$ cat src/hdl/ssag_pkg.sv
// Shared constants for the strip sub-block address generator.
// Used by ssag_mac, strip_subblock_address_generator and the testbench; no dependencies.
`timescale 1ns / 1ps

package ssag_pkg;

    // Offset, length and block size widths
    localparam int OFF_W   = 48;
    localparam int LEN_W   = 32;
    localparam int BS_W    = 16;

    // Multiplier digit width of the shared multiply-accumulate unit
    localparam int CHUNK_W = 16;

    // Stream payload widths
    localparam int IN_TDATA_W  = 8;
    localparam int OUT_TDATA_W = 2 * OFF_W + LEN_W;

    // Configuration port
    localparam int CFG_IDX_W  = 3;
    localparam int CFG_DATA_W = 64;

    // Register indexes
    localparam logic [CFG_IDX_W-1:0] CFG_DIM_COUNT       = 3'd0;
    localparam logic [CFG_IDX_W-1:0] CFG_EDGE_LENGTHS    = 3'd1;
    localparam logic [CFG_IDX_W-1:0] CFG_STRIP_COUNTS    = 3'd2;
    localparam logic [CFG_IDX_W-1:0] CFG_STRIP_POSITIONS = 3'd3;
    localparam logic [CFG_IDX_W-1:0] CFG_BLOCK_SIZE      = 3'd4;

    // Register reset values
    localparam logic [2:0]            RST_DIM_COUNT  = 3'd1;
    localparam logic [CFG_DATA_W-1:0] RST_PACKED_ONE = 64'h0001_0001_0001_0001;
    localparam logic [BS_W-1:0]       RST_BLOCK_SIZE = 16'd1;

    // Saturated run length
    localparam logic [LEN_W-1:0] LEN_SAT = '1;

endpackage

$ cat src/hdl/ssag_div.sv
// Restoring divider, one quotient bit per cycle, used to size strip widths.
// Depends on nothing but the clock and reset.
`timescale 1ns / 1ps

module ssag_div #(
    parameter int W = 16
) (
    input  logic         i_clk,
    input  logic         i_rst_n,
    input  logic         i_start,
    input  logic [W-1:0] i_dividend,
    input  logic [W-1:0] i_divisor,
    output logic         o_done,
    output logic [W-1:0] o_quotient
);

    localparam int CNT_W = $clog2(W + 1);

    logic [W-1:0]     r_rem;
    logic [W-1:0]     r_quo;
    logic [W-1:0]     r_div;
    logic [CNT_W-1:0] r_left;
    logic             r_done;

    logic [W:0] trial;
    logic [W:0] diff;
    logic       ge;

    // Shift in the next dividend bit and try a subtract
    always_comb begin
        trial = {r_rem, r_quo[W-1]};
        diff  = trial - {1'b0, r_div};
        ge    = (trial >= {1'b0, r_div});
    end

    always_ff @(posedge i_clk) begin
        if (!i_rst_n) begin
            r_left <= '0;
            r_done <= 1'b0;
        end else begin
            r_done <= 1'b0;
            if (i_start) begin
                r_rem  <= '0;
                r_quo  <= i_dividend;
                r_div  <= i_divisor;
                r_left <= CNT_W'(W);
            end else if (r_left != '0) begin
                r_rem  <= ge ? diff[W-1:0] : trial[W-1:0];
                r_quo  <= {r_quo[W-2:0], ge};
                r_left <= r_left - 1'b1;
                r_done <= (r_left == CNT_W'(1));
            end
        end
    end

    assign o_done     = r_done;
    assign o_quotient = r_quo;

endmodule

$ cat src/hdl/ssag_mac.sv
// Shared multiply-accumulate unit: acc + a * b modulo 2^48, one 16-bit digit
// of b per cycle. Depends on ssag_pkg.
`timescale 1ns / 1ps

module ssag_mac #(
    parameter int B_BITS = 16
) (
    input  logic                      i_clk,
    input  logic                      i_rst_n,
    input  logic                      i_start,
    input  logic [ssag_pkg::OFF_W-1:0] i_a,
    input  logic [B_BITS-1:0]         i_b,
    input  logic [ssag_pkg::OFF_W-1:0] i_acc,
    output logic                      o_done,
    output logic [ssag_pkg::OFF_W-1:0] o_result
);

    localparam int NCH   = (B_BITS + ssag_pkg::CHUNK_W - 1) / ssag_pkg::CHUNK_W;
    localparam int BP_W  = NCH * ssag_pkg::CHUNK_W;
    localparam int CNT_W = $clog2(NCH + 1);
    localparam int PROD_W = ssag_pkg::OFF_W + ssag_pkg::CHUNK_W;

    logic [ssag_pkg::OFF_W-1:0] r_a;
    logic [BP_W-1:0]            r_b;
    logic [ssag_pkg::OFF_W-1:0] r_acc;
    logic [CNT_W-1:0]           r_left;
    logic                       r_done;

    logic [PROD_W-1:0]          prod;
    logic [ssag_pkg::OFF_W-1:0] n_acc;

    // One partial product per cycle, truncated to the offset width
    always_comb begin
        prod  = r_a * r_b[ssag_pkg::CHUNK_W-1:0];
        n_acc = r_acc + prod[ssag_pkg::OFF_W-1:0];
    end

    always_ff @(posedge i_clk) begin
        if (!i_rst_n) begin
            r_left <= '0;
            r_done <= 1'b0;
        end else begin
            r_done <= 1'b0;
            if (i_start) begin
                r_a    <= i_a;
                r_b    <= BP_W'(i_b);
                r_acc  <= i_acc;
                r_left <= CNT_W'(NCH);
            end else if (r_left != '0) begin
                r_acc  <= n_acc;
                r_a    <= r_a << ssag_pkg::CHUNK_W;
                r_b    <= r_b >> ssag_pkg::CHUNK_W;
                r_left <= r_left - 1'b1;
                r_done <= (r_left == CNT_W'(1));
            end
        end
    end

    assign o_done   = r_done;
    assign o_result = r_acc;

endmodule

$ cat src/hdl/strip_subblock_address_generator.sv
// Strip sub-block copy descriptor generator: sequencer, stride and offset state.
// Depends on ssag_pkg, ssag_div and ssag_mac.
// Requests are taken one at a time: the next is accepted only after the descriptor of the
//   last is loaded into the output register, which waits while that register still holds
//   an unread descriptor. Each run makes three passes through the shared multiply-accumulate
//   unit, then a carry walk over the outer dimensions.
//   The first run of a strip adds setup: a divide per dimension for the strip widths, a
//   stride product per dimension past the first, and two multiply passes per dimension
//   for the start offset.
// Reset (synchronous, active low): registers take their defaults, no strip in progress.
`timescale 1ns / 1ps

module strip_subblock_address_generator #(
    parameter int MAX_DIMS    = 4,
    parameter int EXTENT_BITS = 16
) (
    input  logic                                i_clk,
    input  logic                                i_rst_n,
    // Configuration write port
    input  logic                                i_cfg_we,
    input  logic [ssag_pkg::CFG_IDX_W-1:0]      i_cfg_index,
    input  logic [ssag_pkg::CFG_DATA_W-1:0]     i_cfg_data,
    // Request stream
    input  logic                                s_axis_tvalid,
    output logic                                s_axis_tready,
    input  logic [ssag_pkg::IN_TDATA_W-1:0]     s_axis_tdata,   // [0] direction
    // Descriptor stream
    output logic                                m_axis_tvalid,
    input  logic                                m_axis_tready,
    // [47:0] source_offset, [95:48] dest_offset, [127:96] run_length
    output logic [ssag_pkg::OUT_TDATA_W-1:0]    m_axis_tdata,
    output logic                                m_axis_tlast
);

    localparam int E     = EXTENT_BITS;
    localparam int NW    = $clog2(MAX_DIMS + 1);
    localparam int DW    = (MAX_DIMS > 1) ? $clog2(MAX_DIMS) : 1;
    localparam int MB    = (E > ssag_pkg::BS_W) ? E : ssag_pkg::BS_W;
    localparam int OW    = ssag_pkg::OFF_W;
    localparam int LW    = ssag_pkg::LEN_W;

    typedef enum logic [3:0] {
        ST_IDLE,
        ST_DIV,
        ST_LDA,
        ST_POS,
        ST_OFS,
        ST_ANCH,
        ST_MUL_T,
        ST_MUL_B,
        ST_MUL_L,
        ST_WALK,
        ST_OUT
    } t_state;

    // Extract one packed extent field; fields past bit 63 read as zero
    function automatic logic [E-1:0] f_field(input logic [63:0] reg_v, input int unsigned d);
        logic [63:0] sh;
        int unsigned lo;
        lo = d * E;
        if (lo >= 64) begin
            sh = '0;
        end else begin
            sh = reg_v >> lo;
        end
        return sh[E-1:0];
    endfunction

    // Configuration registers
    logic [2:0]                         r_dim_count;
    logic [ssag_pkg::CFG_DATA_W-1:0]    r_edges;
    logic [ssag_pkg::CFG_DATA_W-1:0]    r_strips;
    logic [ssag_pkg::CFG_DATA_W-1:0]    r_positions;
    logic [ssag_pkg::BS_W-1:0]          r_block_size;

    // Sequencer and walk state
    t_state           r_state;
    logic             r_wait;
    logic [NW-1:0]    r_idx;
    logic             r_in_prog;
    logic             r_dir;
    logic             r_last;
    logic [E-1:0]     r_cnt  [MAX_DIMS];
    logic [E-1:0]     r_w    [MAX_DIMS];
    logic [OW-1:0]    r_lda  [MAX_DIMS];
    logic [OW-1:0]    r_anch [MAX_DIMS];
    logic [OW-1:0]    r_toff;
    logic [OW-1:0]    r_boff;
    logic [OW-1:0]    r_tmp;
    logic [OW-1:0]    r_res_t;
    logic [OW-1:0]    r_res_b;
    logic [LW-1:0]    r_res_len;

    // Output register
    logic             r_out_valid;
    logic [OW-1:0]    r_out_src;
    logic [OW-1:0]    r_out_dst;
    logic [LW-1:0]    r_out_len;
    logic             r_out_last;

    // Decoded fields and helpers
    logic [E-1:0]     edge_f  [MAX_DIMS];
    logic [E-1:0]     strip_f [MAX_DIMS];
    logic [E-1:0]     pos_f   [MAX_DIMS];
    logic [3:0]       dc_ext;
    logic [NW-1:0]    dims;
    logic [NW-1:0]    idx_inc;
    logic [NW-1:0]    idx_dec;
    logic [DW-1:0]    idx_cur;
    logic [DW-1:0]    idx_prev;
    logic [E:0]       cnt_inc;
    logic [OW-1:0]    n_toff;
    logic [LW-1:0]    len_sat;
    logic             out_free;

    // Shared unit hookup
    logic             div_start;
    logic             div_done;
    logic [E-1:0]     div_quo;
    logic             mac_start;
    logic             mac_done;
    logic [OW-1:0]    mac_a;
    logic [MB-1:0]    mac_b;
    logic [OW-1:0]    mac_acc;
    logic [OW-1:0]    mac_res;

    // Unpack extents and clamp the dimension count
    always_comb begin
        for (int d = 0; d < MAX_DIMS; d++) begin
            edge_f[d]  = f_field(r_edges, d);
            strip_f[d] = f_field(r_strips, d);
            pos_f[d]   = f_field(r_positions, d);
        end
        dc_ext = {1'b0, r_dim_count};
        if (dc_ext == 4'd0) begin
            dims = NW'(1);
        end else if (dc_ext > 4'(MAX_DIMS)) begin
            dims = NW'(MAX_DIMS);
        end else begin
            dims = NW'(dc_ext);
        end
        idx_inc  = r_idx + 1'b1;
        idx_dec  = r_idx - 1'b1;
        idx_cur  = r_idx[DW-1:0];
        idx_prev = idx_dec[DW-1:0];
        cnt_inc  = {1'b0, r_cnt[idx_cur]} + 1'b1;
        n_toff   = r_toff + r_lda[idx_cur];
        len_sat  = (mac_res[OW-1:LW] != '0) ? ssag_pkg::LEN_SAT : mac_res[LW-1:0];
        out_free = !r_out_valid || m_axis_tready;
    end

    // Select operands for the shared multiply-accumulate unit
    always_comb begin
        mac_a   = '0;
        mac_b   = '0;
        mac_acc = '0;
        case (r_state)
            ST_LDA: begin
                mac_a = r_lda[idx_prev];
                mac_b = MB'(edge_f[idx_prev]);
            end
            ST_POS: begin
                mac_a = r_lda[idx_cur];
                mac_b = MB'(pos_f[idx_cur]);
            end
            ST_OFS: begin
                mac_a   = r_tmp;
                mac_b   = MB'(r_w[idx_cur]);
                mac_acc = r_toff;
            end
            ST_MUL_T: begin
                mac_a = r_toff;
                mac_b = MB'(r_block_size);
            end
            ST_MUL_B: begin
                mac_a = r_boff;
                mac_b = MB'(r_block_size);
            end
            ST_MUL_L: begin
                mac_a = OW'(r_w[0]);
                mac_b = MB'(r_block_size);
            end
            default: begin
                mac_a = '0;
            end
        endcase
        // No stride product once every dimension has one
        mac_start = !r_wait && ((r_state == ST_LDA && r_idx < dims) ||
                    r_state == ST_POS || r_state == ST_OFS || r_state == ST_MUL_T ||
                    r_state == ST_MUL_B || r_state == ST_MUL_L);
        div_start = !r_wait && (r_state == ST_DIV);
    end

    ssag_div #(
        .W (E)
    ) u_div (
        .i_clk      (i_clk),
        .i_rst_n    (i_rst_n),
        .i_start    (div_start),
        .i_dividend (edge_f[idx_cur]),
        .i_divisor  (strip_f[idx_cur]),
        .o_done     (div_done),
        .o_quotient (div_quo)
    );

    ssag_mac #(
        .B_BITS (MB)
    ) u_mac (
        .i_clk    (i_clk),
        .i_rst_n  (i_rst_n),
        .i_start  (mac_start),
        .i_a      (mac_a),
        .i_b      (mac_b),
        .i_acc    (mac_acc),
        .o_done   (mac_done),
        .o_result (mac_res)
    );

    // Sequencer, strip state and output register
    always_ff @(posedge i_clk) begin
        if (!i_rst_n) begin
            r_state      <= ST_IDLE;
            r_wait       <= 1'b0;
            r_idx        <= '0;
            r_in_prog    <= 1'b0;
            r_out_valid  <= 1'b0;
            r_toff       <= '0;
            r_boff       <= '0;
            r_dim_count  <= ssag_pkg::RST_DIM_COUNT;
            r_edges      <= ssag_pkg::RST_PACKED_ONE;
            r_strips     <= ssag_pkg::RST_PACKED_ONE;
            r_positions  <= '0;
            r_block_size <= ssag_pkg::RST_BLOCK_SIZE;
            for (int d = 0; d < MAX_DIMS; d++) begin
                r_cnt[d] <= '0;
            end
        end else begin
            // Drop the descriptor once taken
            if (r_out_valid && m_axis_tready) begin
                r_out_valid <= 1'b0;
            end

            // Hold the unit busy flag from issue to done
            if (div_start || mac_start) begin
                r_wait <= 1'b1;
            end

            case (r_state)
                ST_IDLE: begin
                    if (s_axis_tvalid) begin
                        r_dir <= s_axis_tdata[0];
                        r_idx <= '0;
                        r_state <= r_in_prog ? ST_MUL_T : ST_DIV;
                    end
                end
                // Strip widths, one dimension per divide
                ST_DIV: begin
                    if (div_done) begin
                        r_wait <= 1'b0;
                        r_w[idx_cur] <= (strip_f[idx_cur] == '0) ? '0 : div_quo;
                        if (idx_inc == dims) begin
                            r_lda[0] <= OW'(1);
                            r_idx    <= NW'(1);
                            r_state  <= ST_LDA;
                        end else begin
                            r_idx <= idx_inc;
                        end
                    end
                end
                // Column-major strides
                ST_LDA: begin
                    if (r_idx >= dims) begin
                        r_idx   <= '0;
                        r_toff  <= '0;
                        r_state <= ST_POS;
                    end else if (mac_done) begin
                        r_wait <= 1'b0;
                        r_lda[idx_cur] <= mac_res;
                        r_idx <= idx_inc;
                    end
                end
                // Start offset: sum of position * width * stride
                ST_POS: begin
                    if (mac_done) begin
                        r_wait  <= 1'b0;
                        r_tmp   <= mac_res;
                        r_state <= ST_OFS;
                    end
                end
                ST_OFS: begin
                    if (mac_done) begin
                        r_wait <= 1'b0;
                        r_toff <= mac_res;
                        if (idx_inc == dims) begin
                            r_state <= ST_ANCH;
                        end else begin
                            r_idx   <= idx_inc;
                            r_state <= ST_POS;
                        end
                    end
                end
                // Seed the walk: every dimension returns to the start offset
                ST_ANCH: begin
                    for (int d = 0; d < MAX_DIMS; d++) begin
                        r_anch[d] <= r_toff;
                        r_cnt[d]  <= '0;
                    end
                    r_boff    <= '0;
                    r_in_prog <= 1'b1;
                    r_state   <= ST_MUL_T;
                end
                // Scale offsets and length by the block size
                ST_MUL_T: begin
                    if (mac_done) begin
                        r_wait  <= 1'b0;
                        r_res_t <= mac_res;
                        r_state <= ST_MUL_B;
                    end
                end
                ST_MUL_B: begin
                    if (mac_done) begin
                        r_wait  <= 1'b0;
                        r_res_b <= mac_res;
                        r_state <= ST_MUL_L;
                    end
                end
                ST_MUL_L: begin
                    if (mac_done) begin
                        r_wait    <= 1'b0;
                        r_res_len <= len_sat;
                        r_boff    <= r_boff + OW'(r_w[0]);
                        r_idx     <= NW'(1);
                        r_state   <= ST_WALK;
                    end
                end
                // Carry walk, one dimension per cycle
                ST_WALK: begin
                    if (r_idx >= dims) begin
                        r_last    <= 1'b1;
                        r_in_prog <= 1'b0;
                        r_state   <= ST_OUT;
                    end else if (cnt_inc < {1'b0, r_w[idx_cur]}) begin
                        r_cnt[idx_cur] <= cnt_inc[E-1:0];
                        r_toff <= n_toff;
                        for (int d = 0; d < MAX_DIMS; d++) begin
                            if (NW'(d) < r_idx) begin
                                r_anch[d] <= n_toff;
                            end
                        end
                        r_last  <= 1'b0;
                        r_state <= ST_OUT;
                    end else begin
                        r_cnt[idx_cur] <= '0;
                        r_toff <= r_anch[idx_cur];
                        r_idx  <= idx_inc;
                    end
                end
                // Load the descriptor when the output register is free
                ST_OUT: begin
                    if (out_free) begin
                        r_out_valid <= 1'b1;
                        r_out_src   <= r_dir ? r_res_b : r_res_t;
                        r_out_dst   <= r_dir ? r_res_t : r_res_b;
                        r_out_len   <= r_res_len;
                        r_out_last  <= r_last;
                        r_state     <= ST_IDLE;
                    end
                end
                default: begin
                    r_state <= ST_IDLE;
                end
            endcase

            // A write to any defined register abandons a strip in progress
            if (i_cfg_we) begin
                case (i_cfg_index)
                    ssag_pkg::CFG_DIM_COUNT: begin
                        r_dim_count <= i_cfg_data[2:0];
                        r_in_prog   <= 1'b0;
                    end
                    ssag_pkg::CFG_EDGE_LENGTHS: begin
                        r_edges   <= i_cfg_data;
                        r_in_prog <= 1'b0;
                    end
                    ssag_pkg::CFG_STRIP_COUNTS: begin
                        r_strips  <= i_cfg_data;
                        r_in_prog <= 1'b0;
                    end
                    ssag_pkg::CFG_STRIP_POSITIONS: begin
                        r_positions <= i_cfg_data;
                        r_in_prog   <= 1'b0;
                    end
                    ssag_pkg::CFG_BLOCK_SIZE: begin
                        r_block_size <= i_cfg_data[ssag_pkg::BS_W-1:0];
                        r_in_prog    <= 1'b0;
                    end
                    default: begin
                        r_in_prog <= r_in_prog;
                    end
                endcase
            end
        end
    end

    assign s_axis_tready = (r_state == ST_IDLE);
    assign m_axis_tvalid = r_out_valid;
    assign m_axis_tdata  = {r_out_len, r_out_dst, r_out_src};
    assign m_axis_tlast  = r_out_last;

    // A multiply result only arrives in a state that issued one
    a_mac_done_owned: assert property (@(posedge i_clk) disable iff (!i_rst_n)
        mac_done |-> r_wait && (r_state == ST_LDA || r_state == ST_POS ||
        r_state == ST_OFS || r_state == ST_MUL_T || r_state == ST_MUL_B ||
        r_state == ST_MUL_L))
        else $error("multiply done outside a multiply step");

    // A divide result only arrives while sizing strip widths
    a_div_done_owned: assert property (@(posedge i_clk) disable iff (!i_rst_n)
        div_done |-> r_wait && (r_state == ST_DIV))
        else $error("divide done outside width setup");

    // The carry walk never visits dimension 0
    a_walk_idx: assert property (@(posedge i_clk) disable iff (!i_rst_n)
        (r_state == ST_WALK) |-> (r_idx != '0))
        else $error("carry walk on dimension 0");

endmodule

$ cat config.mk
export PLATFORM = sky130hd
export DESIGN_NAME = strip_subblock_address_generator
export DESIGN_NICKNAME = d
export VERILOG_FILES = /design/src/hdl/ssag_pkg.sv /design/src/hdl/ssag_div.sv /design/src/hdl/ssag_mac.sv /design/src/hdl/strip_subblock_address_generator.sv
export SDC_FILE = /design/constraint.sdc
export NUM_CORES = 2
export LEC_CHECK = 0
export BUFFER_PORTS_ARGS = -buffer_cell sky130_fd_sc_hd__buf_2
export CAP_MARGIN = 5
export CORE_UTILIZATION = 25
export DETAILED_ROUTE_END_ITERATION = 7
export HOLD_SLACK_MARGIN = 0.1
export PLACE_DENSITY = 0.4
export SYNTH_ARGS = -nofsm -noshare
export SYNTH_HDL_FRONTEND = slang
export SYNTH_SLANG_ARGS = --single-unit
export TNS_END_PERCENT = 50
$ cat constraint.sdc
create_clock -name i_clk -period 9.7 [get_ports i_clk]
set_input_delay 1.94 -clock i_clk [delete_from_list [all_inputs] [get_ports i_clk]]
set_output_delay 1.94 -clock i_clk [all_outputs]
set_load 0.01 [all_outputs]
==> impl_metrics.py <==
metrics = {
    "timing": {
        "rsz0062_at_grt": "false",
        "finalCriticalPeriod_ns": 8.135,
        "finalHoldViolCount": 0,
        "finalCritPeriodShare_pct": 83.86,
        "final.setup.tns_ns": 0,
        "tightest_slew_ns": 1.376,
        "slew_viol_final": 0,
        "holdWs_ns": 0.4178,
        "fin_worst_skew_ns": 0.03531,
        "fmax_mhz": 122.9,
        "finalSetupViolCount": 0,
        "slew_headroom_pct": 8.282,
        "layout_setup_ws_ns": 1.565,
    },
    "clocking": {
        "cts_resized": 0,
        "numClockSinks": 1306,
        "numCtsBuffers": 157,
        "hold_buffers": 0,
        "cts_tree": "yes",
        "clk_latency_ns": 0.81,
        "post_cts_buffers": 0,
        "clock-root-buffer": "clkbuf_16",
        "clkSlewWorstSetupHoldPaths_ns": 0.06,
        "htree_levels": 4,
        "clk_path_buf_depth": 4,
    },
    "placed_design": {
        "gp_congestion": 0.8564,
        "io_buffers": 203,
        "dp_hpwl_mm": 202.3,
        "pre_cts_ws_ns": 1.608,
    },
    "worst_setup_path": {
        "crit_required_ns": 10.21,
        "cp-start-kind": "flop",
        "cp-end-kind": "flop",
        "crit_type": "reg -> reg",
        "worst-path-max-fanout": 9,
        "cp.arrival_ns": 8.64,
    },
    "drt": {
        "avgRoutedWirePerCell_um": 24.15,
        "drtIter0Drc": 5038,
        "vias_per_cell": 4.791,
        "vias": 58100,
        "routed_wl_mm": 292.9,
        "ant_nets": 0,
        "first_pass_iters": 6,
        "drc": 0,
    },
    "yosys": {
        "synth-main-ff-cell": "edfxtp_1",
        "synth_area_leader_cell": "edfxtp_1",
        "synth_cells": 7614,
        "synth_top_area_share_pct": 36.18,
        "syn_nets": 8460,
        "ys_top_cells_by_area": "edfxtp_1, fa_1, dfxtp_1, nand2_1, mux4_2",
        "synth_edf_count": 979,
        "synth-seq-cells": 1306,
        "yosysWarnings": 0,
        "ys_types": 79,
        "yosysSeqAreaShare_pct": 44.24,
        "syn-cell-area_um2": 81260,
        "avgSynthCellArea_um2": 10.67,
        "async_flop_share_pct": 0,
    },
    "layout": {
        "layout_common_cells": "nand2_1, edfxtp_1, inv_1",
        "area_growth_pct": 13.71,
        "final_common_cell": "nand2_1",
        "drive_gt1_share_pct": 12.90,
        "fin_util_pct": 28.68,
        "layout.nets": 8543,
        "nFillCells": 33670,
    },
    "floorplan": {
        "start_util_pct": 25.22,
        "die_w_um": 572.1,
        "rows": 208,
        "core_area_um2": 322200,
        "die-area_um2": 327300,
        "ios": 211,
        "die_h_um": 572.1,
    },
    "global_route": {
        "grt_use_total_pct": 17.74,
        "antenna_found_initial": 30,
        "grt-busiest-layer": "met2",
        "use_met2_pct": 29.79,
        "gr-usage-met1_pct": 23.51,
        "grt.met3_usage_pct": 3.043,
        "grt_overflow": 0,
        "grt_pass1_wl_mm": 423.3,
        "grt_max_degree": 83,
        "grt_pass1_vias": 59580,
    },
    "run_status": {
        "outcome": "finished, final reports clean",
    },
    "flow_run": {
        "max_cap_violations": 0,
    },
    "hold_path": {
        "hold_path_class": "reg -> reg",
    },
}
## synthesized netlist by cell type (11+ instances only)
library cell / count
dfxtp_1: 327
a31oi_1: 35
nand2_1: 1629
o21a_1: 14
nor2_1: 296
a221oi_1: 31
or3_1: 22
nand3_1: 165
xor2_1: 61
o21ai_0: 261
nor4_1: 15
and3_1: 27
xnor2_1: 115
o21bai_1: 14
buf_2: 37
nor2b_1: 23
a211oi_1: 27
o31ai_1: 15
buf_1: 42
a22oi_1: 97
nand2b_1: 54
nor3b_1: 11
mux2_2: 112
and2_1: 267
a21o_1: 65
clkbuf_1: 365
mux4_2: 240
inv_1: 820
a21boi_0: 53
nor3_1: 49
o211ai_1: 20
mux2i_1: 36
nand4_1: 24
ha_1: 189
fa_1: 577
a21oi_1: 404
edfxtp_1: 979
## critical path, stage by stage, from the launching register on
cell      delay [ns]
edfxtp_1        1.10
buf_4           0.33
nand2_1         0.09
fa_1            0.49
fa_1            0.58
fa_1            0.45
fa_1            0.56
inv_1           0.06
fa_1            0.49
inv_1           0.05
fa_1            0.48
inv_1           0.06
ha_1            0.32
a21oi_1         0.25
o21ai_0         0.13
a21oi_1         0.42
o31a_1          0.25
o21bai_1        0.23
a31oi_1         0.56
o221ai_1        0.29
a21oi_1         0.22
xor2_1          0.24
o21ai_0         0.12
## kinds of logic after synthesis
logic type | count (synthesis) | synth area share (%)
adder cells (fa/ha/maj) | 766 | 17.13
XOR/XNOR | 176 | 1.897
multiplexers | 388 | 8.647
flip-flops | 1306 | 44.24
buffers and inverters | 1268 | 5.933
AND/OR/NAND/NOR | 2619 | 14.02
AO/OA/AOI/OAI | 1091 | 8.144
## sequential cells by signal, summed over array words and instances, names as in the netlist, 64 cells and up, named ones only
register / count
r_anch: 192
r_edges: 64
r_lda: 192
r_cnt: 64
r_strips: 64
r_w: 64
r_positions: 64
## metrics by stage
| step | cells | area, um^2 |
|---|---|---|
| global placement | 11840 | 87500 |
| CTS | 12120 | 92370 |
| floorplan | 7614 | 81260 |
| detailed placement | 11840 | 87500 |
| finish | 12130 | 92400 |
| global route | 12120 | 92390 |
## final cells by class
cell class | count | area, um^2 | area share [%]
Inverter | 821 | 3087 | 3.341
Tap cell | 4305 | 5386 | 5.830
Antenna cell | 9 | 22.52 | 0.02437
Clock buffer | 219 | 4344 | 4.702
Multi-Input combinational cell | 5040 | 40740 | 44.09
Timing Repair Buffer | 371 | 2330 | 2.521
Clock inverter | 57 | 529.3 | 0.5728
Sequential cell | 1306 | 35960 | 38.92
## path summary, 6_finish.rpt
path | end | slack, ns | start | cells past startpoint
setup / recovery | u_mac.o_result[42] | 1.57 | u_mac.r_b[2] | 22
hold / removal | r_out_len[22] | 0.42 | r_res_len[22] | 0
setup reg to reg | u_mac.o_result[42] | 1.57 | u_mac.r_b[2] | 22
hold reg to reg | r_out_len[22] | 0.42 | r_res_len[22] | 0
## metal layers
metal / share of wire (%) / up-vias
met5: 0.012 / -
met4: 2.9 / 6
met3: 6.1 / 367
met2: 48 / 1867
met1: 43 / 29920
li1: - / 25940
Power is not shown: default switching activity piles up to over one toggle a cycle in this logic, so the estimate is an artifact.
